### config.mk
export PLATFORM = sky130hd
export DESIGN_NAME = joystick_quantize_debounce
export DESIGN_NICKNAME = d
export VERILOG_FILES = /design/src/rtl/core/jqd_pkg.sv /design/src/rtl/core/joystick_quantize_debounce.sv
export SDC_FILE = /design/constraint.sdc
export NUM_CORES = 1
export LEC_CHECK = 0
export BUFFER_PORTS_ARGS = -buffer_cell sky130_fd_sc_hd__buf_4
export CAP_MARGIN = 30
export CELL_PAD_IN_SITES_DETAIL_PLACEMENT = 1
export CELL_PAD_IN_SITES_GLOBAL_PLACEMENT = 2
export CORE_ASPECT_RATIO = 0.8
export CORE_MARGIN = 4
export CORE_UTILIZATION = 29
export CTS_CLUSTER_SIZE = 20
export DETAILED_ROUTE_END_ITERATION = 6
export GPL_TIMING_DRIVEN = 0
export PLACE_DENSITY = 0.77
export SYNTH_ARGS = -nofsm -noshare
export SYNTH_HDL_FRONTEND = slang
export SYNTH_SLANG_ARGS = --single-unit
### constraint.sdc
create_clock -name clk -period 10.1 [get_ports clk]
set_clock_uncertainty 0.05 [all_clocks]
set_input_delay 1.01 -clock clk [delete_from_list [all_inputs] [get_ports clk]]
set_output_delay 1.01 -clock clk [all_outputs]
set_load 0.005 [all_outputs]
### src/rtl/core/jqd_pkg.sv
// shared constants and types for the joystick quantize and debounce block
// no dependencies

package jqd_pkg;

  localparam int SAMPLE_BITS = 10;
  localparam int HOLD_BITS   = 8;

  localparam int LIMIT_BITS    = 10;
  localparam int NUM_LIMITS    = 10;
  localparam int LIMITS_LO_NUM = 6;
  localparam int LIMITS_HI_NUM = NUM_LIMITS - LIMITS_LO_NUM;
  localparam int CFG_HOLD_BITS = 8;
  localparam int LEVEL_BITS    = 7;
  localparam int DIR_BITS      = 2;
  localparam int LEVEL_STEP    = 10;
  localparam int LEVEL_FULL    = 100;

  localparam int IN_FIELDS_W  = 4 * SAMPLE_BITS;
  localparam int IN_DATA_W    = ((IN_FIELDS_W + 7) / 8) * 8;
  localparam int OUT_FIELDS_W = 2 * LEVEL_BITS + 2 * DIR_BITS;
  localparam int OUT_DATA_W   = ((OUT_FIELDS_W + 7) / 8) * 8;

  localparam int CFG_INDEX_W = 3;
  localparam int CFG_DATA_W  = LIMITS_LO_NUM * LIMIT_BITS;

  typedef logic [CFG_INDEX_W-1:0] cfg_index_t;
  typedef logic [CFG_DATA_W-1:0]  cfg_data_t;
  typedef logic [IN_DATA_W-1:0]   in_data_t;
  typedef logic [OUT_DATA_W-1:0]  out_data_t;
  typedef logic [SAMPLE_BITS-1:0] sample_t;
  typedef logic [HOLD_BITS-1:0]   hold_t;
  typedef logic [LEVEL_BITS-1:0]  level_t;
  typedef logic [DIR_BITS-1:0]    dir_t;

  localparam cfg_index_t REG_STICK_MODE     = 3'd0;
  localparam cfg_index_t REG_LIMITS_LOW     = 3'd1;
  localparam cfg_index_t REG_LIMITS_HIGH    = 3'd2;
  localparam cfg_index_t REG_BACK_LIMIT     = 3'd3;
  localparam cfg_index_t REG_FORE_LIMIT     = 3'd4;
  localparam cfg_index_t REG_THROTTLE_HOLD  = 3'd5;
  localparam cfg_index_t REG_STEER_HOLD     = 3'd6;

  localparam dir_t DIR_OFF  = 2'd0;
  localparam dir_t DIR_FORE = 2'd1;
  localparam dir_t DIR_BACK = 2'd2;

  localparam logic STICK_RIGHT = 1'b0;
  localparam logic STICK_LEFT  = 1'b1;

endpackage

### src/rtl/core/joystick_quantize_debounce.sv
// joystick quantize and debounce top level: input register, per-tick
// quantize/classify and four debounce channels; depends on jqd_pkg

// One item (one tick of four stick samples) is taken per cycle while
// out_tready stays high. An item is registered at the input, then quantized,
// classified and debounced as it advances from the input register into the
// result register, which drives out_tdata; throughput is one item per cycle
// while out_tready stays high. The input register and the result
// register let one item wait on each side while the output is stalled.
// Configuration writes are always accepted; cfg_ready is tied high.
module joystick_quantize_debounce (
  input  logic                  clk,
  input  logic                  rst_n,
  input  logic                  in_tvalid,
  output logic                  in_tready,
  // left_vertical, left_horizontal, right_vertical, right_horizontal
  input  jqd_pkg::in_data_t     in_tdata,
  output logic                  out_tvalid,
  input  logic                  out_tready,
  // level_vertical, level_horizontal, dir_vertical, dir_horizontal
  output jqd_pkg::out_data_t    out_tdata,
  input  logic                  cfg_valid,
  output logic                  cfg_ready,
  input  jqd_pkg::cfg_index_t   cfg_index,
  input  jqd_pkg::cfg_data_t    cfg_data
);

  import jqd_pkg::*;

  localparam int CMP_BITS = (SAMPLE_BITS > LIMIT_BITS) ? SAMPLE_BITS : LIMIT_BITS;
  localparam int HW       = (HOLD_BITS > CFG_HOLD_BITS) ? HOLD_BITS : CFG_HOLD_BITS;
  localparam hold_t HOLD_MAX = '1;

  // configuration
  logic                                   stick_mode_r;
  logic [LIMITS_LO_NUM*LIMIT_BITS-1:0]    limits_lo_r;
  logic [LIMITS_HI_NUM*LIMIT_BITS-1:0]    limits_hi_r;
  logic [LIMIT_BITS-1:0]                  back_limit_r;
  logic [LIMIT_BITS-1:0]                  fore_limit_r;
  logic [CFG_HOLD_BITS-1:0]               thr_hold_r;
  logic [CFG_HOLD_BITS-1:0]               str_hold_r;

  assign cfg_ready = 1'b1;

  always_ff @(posedge clk) begin
    if (!rst_n) begin
      stick_mode_r <= STICK_LEFT;
      limits_lo_r  <= '0;
      limits_hi_r  <= '0;
      back_limit_r <= '0;
      fore_limit_r <= '1;
      thr_hold_r   <= '0;
      str_hold_r   <= '0;
    end else if (cfg_valid && cfg_ready) begin
      unique case (cfg_index)
        REG_STICK_MODE:    stick_mode_r <= cfg_data[0];
        REG_LIMITS_LOW:    limits_lo_r  <= cfg_data[LIMITS_LO_NUM*LIMIT_BITS-1:0];
        REG_LIMITS_HIGH:   limits_hi_r  <= cfg_data[LIMITS_HI_NUM*LIMIT_BITS-1:0];
        REG_BACK_LIMIT:    back_limit_r <= cfg_data[LIMIT_BITS-1:0];
        REG_FORE_LIMIT:    fore_limit_r <= cfg_data[LIMIT_BITS-1:0];
        REG_THROTTLE_HOLD: thr_hold_r   <= cfg_data[CFG_HOLD_BITS-1:0];
        REG_STEER_HOLD:    str_hold_r   <= cfg_data[CFG_HOLD_BITS-1:0];
        default: ;
      endcase
    end
  end

  // input register
  logic                   s1_valid_r;
  logic [IN_FIELDS_W-1:0] s1_data_r;
  logic                   out_valid_r;
  logic                   s1_adv;

  assign s1_adv    = s1_valid_r && (!out_valid_r || out_tready);
  assign in_tready = !s1_valid_r || s1_adv;

  always_ff @(posedge clk) begin
    if (!rst_n) begin
      s1_valid_r <= 1'b0;
    end else if (in_tready) begin
      s1_valid_r <= in_tvalid;
    end
  end

  always_ff @(posedge clk) begin
    if (in_tvalid && in_tready) begin
      s1_data_r <= in_tdata[IN_FIELDS_W-1:0];
    end
  end

  always_ff @(posedge clk) begin
    if (!rst_n) begin
      out_valid_r <= 1'b0;
    end else if (s1_adv) begin
      out_valid_r <= 1'b1;
    end else if (out_tready) begin
      out_valid_r <= 1'b0;
    end
  end

  // stick selection
  sample_t lv, lh, rv, rh;
  sample_t tv, th, cv, ch;

  assign lv = s1_data_r[0*SAMPLE_BITS +: SAMPLE_BITS];
  assign lh = s1_data_r[1*SAMPLE_BITS +: SAMPLE_BITS];
  assign rv = s1_data_r[2*SAMPLE_BITS +: SAMPLE_BITS];
  assign rh = s1_data_r[3*SAMPLE_BITS +: SAMPLE_BITS];

  always_comb begin
    if (stick_mode_r == STICK_LEFT) begin
      tv = lv; th = lh; cv = rv; ch = rh;
    end else begin
      tv = rv; th = rh; cv = lv; ch = lh;
    end
  end

  // quantize and classify
  logic [LIMIT_BITS-1:0] limits [NUM_LIMITS];

  always_comb begin
    for (int i = 0; i < LIMITS_LO_NUM; i++) begin
      limits[i] = limits_lo_r[i*LIMIT_BITS +: LIMIT_BITS];
    end
    for (int i = 0; i < LIMITS_HI_NUM; i++) begin
      limits[LIMITS_LO_NUM+i] = limits_hi_r[i*LIMIT_BITS +: LIMIT_BITS];
    end
  end

  function automatic level_t quantize(sample_t s,
                                      logic [LIMIT_BITS-1:0] lim [NUM_LIMITS]);
    level_t lvl;
    lvl = LEVEL_BITS'(LEVEL_FULL);
    for (int i = NUM_LIMITS - 1; i >= 0; i--) begin
      if (CMP_BITS'(s) < CMP_BITS'(lim[i])) begin
        lvl = LEVEL_BITS'(LEVEL_STEP * (i + 1));
      end
    end
    return lvl;
  endfunction

  function automatic dir_t classify(sample_t s, logic [LIMIT_BITS-1:0] bl,
                                    logic [LIMIT_BITS-1:0] fl);
    dir_t d;
    priority if (CMP_BITS'(s) < CMP_BITS'(bl)) begin
      d = DIR_BACK;
    end else if (CMP_BITS'(s) > CMP_BITS'(fl)) begin
      d = DIR_FORE;
    end else begin
      d = DIR_OFF;
    end
    return d;
  endfunction

  function automatic hold_t eff_hold(logic [CFG_HOLD_BITS-1:0] h);
    logic [HW-1:0] hw;
    hw = HW'(h);
    if (hw > HW'(HOLD_MAX)) begin
      return HOLD_MAX;
    end
    return HOLD_BITS'(hw);
  endfunction

  level_t raw_lvl [2];
  dir_t   raw_dir [2];

  assign raw_lvl[0] = quantize(tv, limits);
  assign raw_lvl[1] = quantize(th, limits);
  assign raw_dir[0] = classify(cv, back_limit_r, fore_limit_r);
  assign raw_dir[1] = classify(ch, back_limit_r, fore_limit_r);

  // debounce channels: throttle v, throttle h, steer v, steer h
  level_t lvl_pend_r [2];
  level_t lvl_stab_r [2];
  dir_t   dir_pend_r [2];
  dir_t   dir_stab_r [2];
  hold_t  cnt_r      [4];

  level_t lvl_pend_nxt [2];
  level_t lvl_stab_nxt [2];
  dir_t   dir_pend_nxt [2];
  dir_t   dir_stab_nxt [2];
  hold_t  cnt_nxt      [4];

  hold_t  thr_eff, str_eff;
  logic   chg   [4];
  hold_t  cbase [4];
  hold_t  heff  [4];

  assign thr_eff = eff_hold(thr_hold_r);
  assign str_eff = eff_hold(str_hold_r);

  always_comb begin
    chg[0]  = lvl_pend_r[0] != raw_lvl[0];
    chg[1]  = lvl_pend_r[1] != raw_lvl[1];
    chg[2]  = dir_pend_r[0] != raw_dir[0];
    chg[3]  = dir_pend_r[1] != raw_dir[1];
    heff[0] = thr_eff;
    heff[1] = thr_eff;
    heff[2] = str_eff;
    heff[3] = str_eff;
    for (int c = 0; c < 4; c++) begin
      cbase[c] = chg[c] ? '0 : cnt_r[c];
      cnt_nxt[c] = (cbase[c] >= heff[c]) ? cbase[c] : cbase[c] + 1'b1;
    end
    for (int k = 0; k < 2; k++) begin
      lvl_pend_nxt[k] = raw_lvl[k];
      dir_pend_nxt[k] = raw_dir[k];
      lvl_stab_nxt[k] = (cbase[k] >= heff[k]) ? raw_lvl[k] : lvl_stab_r[k];
      dir_stab_nxt[k] = (cbase[k+2] >= heff[k+2]) ? raw_dir[k] : dir_stab_r[k];
    end
  end

  always_ff @(posedge clk) begin
    if (!rst_n) begin
      for (int k = 0; k < 2; k++) begin
        lvl_pend_r[k] <= '0;
        lvl_stab_r[k] <= '0;
        dir_pend_r[k] <= DIR_OFF;
        dir_stab_r[k] <= DIR_OFF;
      end
      for (int c = 0; c < 4; c++) begin
        cnt_r[c] <= '0;
      end
    end else if (s1_adv) begin
      lvl_pend_r <= lvl_pend_nxt;
      lvl_stab_r <= lvl_stab_nxt;
      dir_pend_r <= dir_pend_nxt;
      dir_stab_r <= dir_stab_nxt;
      cnt_r      <= cnt_nxt;
    end
  end

  // the stable registers are the result register
  assign out_tvalid = out_valid_r;
  assign out_tdata  = OUT_DATA_W'({dir_stab_r[1], dir_stab_r[0],
                                   lvl_stab_r[1], lvl_stab_r[0]});

  // assertions
  a_stall_blocks_input: assert property (@(posedge clk) disable iff (!rst_n)
    !in_tready |-> (s1_valid_r && out_valid_r))
    else $error("input blocked without two items held");

  a_item_not_dropped: assert property (@(posedge clk) disable iff (!rst_n)
    (s1_valid_r && !s1_adv) |=> s1_valid_r)
    else $error("held item lost from input register");

  a_result_stable_while_stalled: assert property (@(posedge clk) disable iff (!rst_n)
    (out_valid_r && !out_tready) |=> $stable(lvl_stab_r[0]) && $stable(dir_stab_r[1]))
    else $error("debounce state changed while result stalled");

  a_levels_in_range: assert property (@(posedge clk) disable iff (!rst_n)
    (lvl_stab_r[0] <= LEVEL_BITS'(LEVEL_FULL)) && (lvl_stab_r[1] <= LEVEL_BITS'(LEVEL_FULL))
    && (dir_stab_r[0] != 2'd3) && (dir_stab_r[1] != 2'd3))
    else $error("published value out of range");

endmodule
Word-level counts from Yosys, hierarchy flattened
Cells that the tools add are included.
- bits in registers: 237
- output and inout port bits: 27
- logic and storage cells: 125
- add/subtract/negate cells: 4
- magnitude comparators: 28
- equality and inequality tests: 10
- muxes and demuxes: 42
- reduce and logical (&&, ||, !) cells: 19
- operator list (operator ; number):
    $lt 10x10->1 ; 20
    $mux 7 ; 16
    $mux 8 ; 12
    $mux 10 ; 4
    $add 8x1->8 const B ; 4
    $ge 8x8->1 ; 4
    $reduce_and 2->1 ; 11
    $gt 10x10->1 ; 2
    $gt 8x8->1 const B ; 2
    $ne 7x7->1 ; 2
    $mux 6 ; 2
    $eq 3x3->1 const B ; 3
    $eq 3x2->1 const B ; 2
    $mux 1 ; 6
    $mux 2 ; 2
    $ne 2x2->1 ; 2
    $eq 3x1->1 const B ; 1
    $logic_not 3->1 ; 1
    $logic_and 1x1->1 ; 2
    $logic_not 1->1 ; 2
    $logic_or 1x1->1 ; 2
    $reduce_bool 2->1 ; 1

Longest topological paths before layout
- depth after elaboration: 15
- mapped depth: 28
- mapped depth without buffers: 23

Worst setup path after synthesis
Ideal clock, no wire load.
- path kind: register to register
- start: reg stick_mode_r
- end: reg cnt_r[23] (netlist name)
- setup time: 0.133 ns
- arrival time: 6.816 ns
- slack: 3.102 ns
- stages on the path, launching flop included: 27
- path buffers: 4
- cells stage by stage: dfxtp_1 buf_6 clkbuf_1 clkbuf_1 mux2_2 ha_1 o211ai_1 a2111oi_0 a211oi_2 o32ai_2 a211oi_1 or4_1 a21o_1 a2111oi_4 buf_4 nand2_1 ha_1 nand2b_1 a21o_1 a21o_1 a21o_1 a21o_1 a2111oi_0 o21ai_0 nor4_1 nand3b_1 a31oi_1
- word-level cells in the longest chain between the ends: 15
- elaborated cells on any way between the ends: 24
- those cells by class: add/sub: 1; order compare: 10; eq/ne: 1; mux: 12
- RTL lines (element ; line ; text):
    start, declared ; joystick_quantize_debounce.sv:35 ; logic stick_mode_r;
    start signal, assigned ; joystick_quantize_debounce.sv:56 ; REG_STICK_MODE: stick_mode_r <= cfg_data[0];
    $mux 10 (*) ; joystick_quantize_debounce.sv:111 ; if (stick_mode_r == STICK_LEFT) begin
    $lt 10x10->1 ; joystick_quantize_debounce.sv:135 ; if (CMP_BITS'(s) < CMP_BITS'(lim[i])) begin
    $mux 6 ; joystick_quantize_debounce.sv:135 ;
    $mux 7 (7 in a row) ; joystick_quantize_debounce.sv:135 ;
    $mux 7 (*) ; joystick_quantize_debounce.sv:135 ;
    $ne 7x7->1 (*) ; joystick_quantize_debounce.sv:195 ; chg[1] = lvl_pend_r[1] != raw_lvl[1];
    $mux 8 (*) ; joystick_quantize_debounce.sv:203 ; cbase[c] = chg[c] ? '0 : cnt_r[c];
    $add 8x1->8 or $ge 8x8->1 (tied branches) ; joystick_quantize_debounce.sv:204 ; cnt_nxt[c] = (cbase[c] >= heff[c]) ? cbase[c] : cbase[c] + 1'b1;
    $mux 8 (*) ; joystick_quantize_debounce.sv:204 ;
    end signal, assigned ; joystick_quantize_debounce.sv:230 ; cnt_r <= cnt_nxt;
    end, declared ; joystick_quantize_debounce.sv:177 ; hold_t cnt_r [4];
Every way passes the cells marked *; elsewhere a longest branch is shown, timed or not.
A chain may end at the register's enable or synchronous reset.

Final worst setup path
Ends and elaborated chain as after synthesis.

==> results.yml <==
status:
  status: "finished, final reports clean"
clocking:
  cts_tree: "done"
  cts_buffers: 29
  cts_hold_buf: 0
  root_buffer: "clkbuf_16"
  cts.reportedPaths.clkPinSlew_ns: 0.06
  htreeDepth: 1
  clk_path_buf_depth: 3
  cts_resized: 0
  clock_latency_ns: 0.60
  clock-sinks: 233
  post_cts_buffers: 0
route:
  detail_route.vias_per_cell: 5.289
  initialDrtViolationCount: 776
  wl_per_cell_um: 20.72
  drc: 0
  drt_first_pass_iters: 5
  ant_nets: 0
  via_count: 14580
  drt_wl_total_um: 57110
worst_hold_path:
  min_to: "limits_lo_r[22]$_SDFFE_PN0P_"
  holdPathStages: 2
  min_from: "limits_lo_r[22]$_SDFFE_PN0P_"
  hold_class: "register to register"
sta:
  finalCriticalPeriod_ns: 9.130
  fin_crit_sh_pct: 90.40
  worst_pin_slew_ns: 1.080
  hold_viol: 0
  maxSlewHeadroom_pct: 26.16
  grt_setup_unrepaired: "false"
  fin_setup_tns_ns: 0
  max_freq_mhz: 109.5
  whs_ns: 0.4049
  finalSetupViolCount: 0
  slew_violations: 0
synthesis:
  synth_seq_cells: 233
  synth_most_common_cell: "nand2_1"
  netlist_area_mm2: 0.01563
  yosysSeqAreaShare_pct: 32.40
  synthMuxAreaShare_pct: 3.658
  async_flop_share_pct: 0
  synthTopCellsByArea: "dfxtp_1, ha_1, nand2_1, edfxtp_1, a21oi_1"
  netlist_instances: 1872
  synth_top_cell_area_share_pct: 24.72
  syn_avg_cell_area_um2: 8.351
  synthAdderAreaFrac_pct: 18.89
  synth-xor-area-share_pct: 0.5603
  synth_top_family_by_area: "compound AO/OA/AOI/OAI gates"
  synthDistinctLibCells: 79
  synth_ff_type: "dfxtp_1"
  yosys.area_share.simple_pct: 18.50
  ys_warn_count: 0
  yosysTopAreaCell: "dfxtp_1"
  synth-compound-area-share_pct: 20.15
  synth_edf_count: 40
  synth_commonest_cells: "nand2_1, ha_1, a21oi_1"
worst_setup_path:
  cp_slowest_stage_delay_ns: 0.95
  rrSetupSlack_ns: 0.97
  r2r-start: "stick_mode_r$_SDFFE_PN1P_"
  path_common_cell: "a21o_1"
  r2r-end: "cnt_r[23]$_SDFFE_PN0P_"
  cpMaxStageDelayCell: "a2111oi_0"
  start_kind: "register"
  reg2reg_depth: 26
  required_ns: 10.49
  worst_ep_arrival_time_ns: 9.52
  crit_fanout: 10
  critPathCaptureType: "register"
  path_class: "register to register"
  path_buf_inv: 4
  cp_top_family: "compound AO/OA/AOI/OAI gates"
die:
  initial_core_util_pct: 29.54
  die_area_mm2: 0.05771
  pin_count: 135
  core-area_mm2: 0.05293
  fp.dieW_um: 267.6
  row_count: 75
  die_y_um: 215.7
power_and_ir_drop:
  powerDensity_mw_per_mm2: 140.1
  cellLeakagePower_uw: 0.007116
  vdd_drop_max_v: 0.0001017
  power.total_uw: 2590
placement:
  place.gp.congestion: 0.8467
  io_buffers: 123
  dpl.cell_count: 2700
  dp_hpwl_um: 44380
job:
  cap_violations: 0
global_route:
  grt_pass1_vias: 14960
  overflow: 0
  grt_antenna_before_repair: 2
  grt_max_degree: 41
  grt_pass1_wl_um: 87010
  grt_use_total_pct: 19.23
finish:
  finalNonFillerCells: 2756
  layout.nets: 2382
  layout-drive-gt1-share_pct: 12.03
  syn_to_final_growth_pct: 18.30
  fillers: 6328
[worst max path at each step]
| stage | depth (start not counted) | startpoint | slack [ns] | endpoint |
|---|---|---|---|---|
| 6_report | 26 | stick_mode_r$_SDFFE_PN1P_ | 0.97 | cnt_r[23]$_SDFFE_PN0P_ |
| 2_1_floorplan | 26 | stick_mode_r$_SDFFE_PN1P_ | 3.10 | cnt_r[23]$_SDFFE_PN0P_ |
| 4_1_cts | 26 | stick_mode_r$_SDFFE_PN1P_ | 1.17 | cnt_r[23]$_SDFFE_PN0P_ |
| 3_3_place_gp | 26 | stick_mode_r$_SDFFE_PN1P_ | 1.43 | cnt_r[23]$_SDFFE_PN0P_ |
| 3_5_place_dp | 26 | stick_mode_r$_SDFFE_PN1P_ | 1.24 | cnt_r[23]$_SDFFE_PN0P_ |
| 5_1_grt | 26 | stick_mode_r$_SDFFE_PN1P_ | 0.49 | cnt_r[23]$_SDFFE_PN0P_ |
[worst min-delay path: cells and delay by family, from the launching register on]
family,cells,cell delay (ns)
simple gates,1,0.05
compound gates,1,0.05
flops,1,0.31
[flip-flops by register name, summed over array words and instances (netlist names)]
signal,cells
limits_lo_r,60
s1_data_r,40
cnt_r,32
limits_hi_r,30
out_tdata,16
lvl_pend_r,12
back_limit_r,10
fore_limit_r,10
str_hold_r,8
thr_hold_r,8
dir_pend_r,4
out_tvalid,1
s1_valid_r,1
stick_mode_r,1
[routing by layer]
metal / part of all wire (%) / GRT usage (%)
met1: 50 / 27.75
met2: 43 / 29.93
met3: 4.5 / 2.972
met4: 2.7 / 5.043
met5: 0 / 0
[kinds of logic (layout without fill, tap and decap cells)]
kind of cell | Yosys count | after routing
flops | 233 | 233
fa+ha+maj | 236 | 236
compound gates | 482 | 482
xor+xnor | 10 | 10
other cells | 2 | 11
buf+inv | 227 | 409
simple gates | 631 | 631
mux | 51 | 51
[where the power goes]
group / internal [uW] / switching [uW] / leakage (uW)
Sequential: 976 / 20.8 / 0.00195
Combinational: 182 / 311 / 0.00469
Clock: 637 / 463 / 0.000473
[metrics by stage]
stage / utilization, % / setup WS (ns) / instance area (um2)
after floorplan: - / 3.102 / 15660
after global placement: 32.97 / 1.434 / 17450
after detailed placement: 33.06 / 1.244 / 17500
after CTS: 34.93 / 1.169 / 18490
after global routing: 34.93 / 0.4906 / 18490
final: 34.94 / 0.9699 / 18490
[placed cells by master (no fill, tap or decap), types with 36 or more instances in the layout]
master	netlist	final
dfxtp_1	193	193
mux2_2	36	36
ha_1	236	236
o21ai_0	50	50
buf_4	10	134
nor2_1	84	84
clkbuf_1	62	66
nand2_1	326	326
edfxtp_1	40	40
a21o_1	38	38
a21oi_1	197	197
inv_1	144	144
[cell type report]
type                    instances  area [um2]  area share [%]
multi-input cells            1419        9689           52.40
flip-flops and latches        233        5065           27.39
repair buffers                128       972.2           5.257
well taps                     693       867.1           4.689
clock buffers                  37       795.8           4.303
inverters                     145       544.3           2.943
plain buffers                  82       361.6           1.955
clock inverters                17       192.7           1.042
diodes                          2       5.005         0.02706
Power figures use the tool's default switching activity.
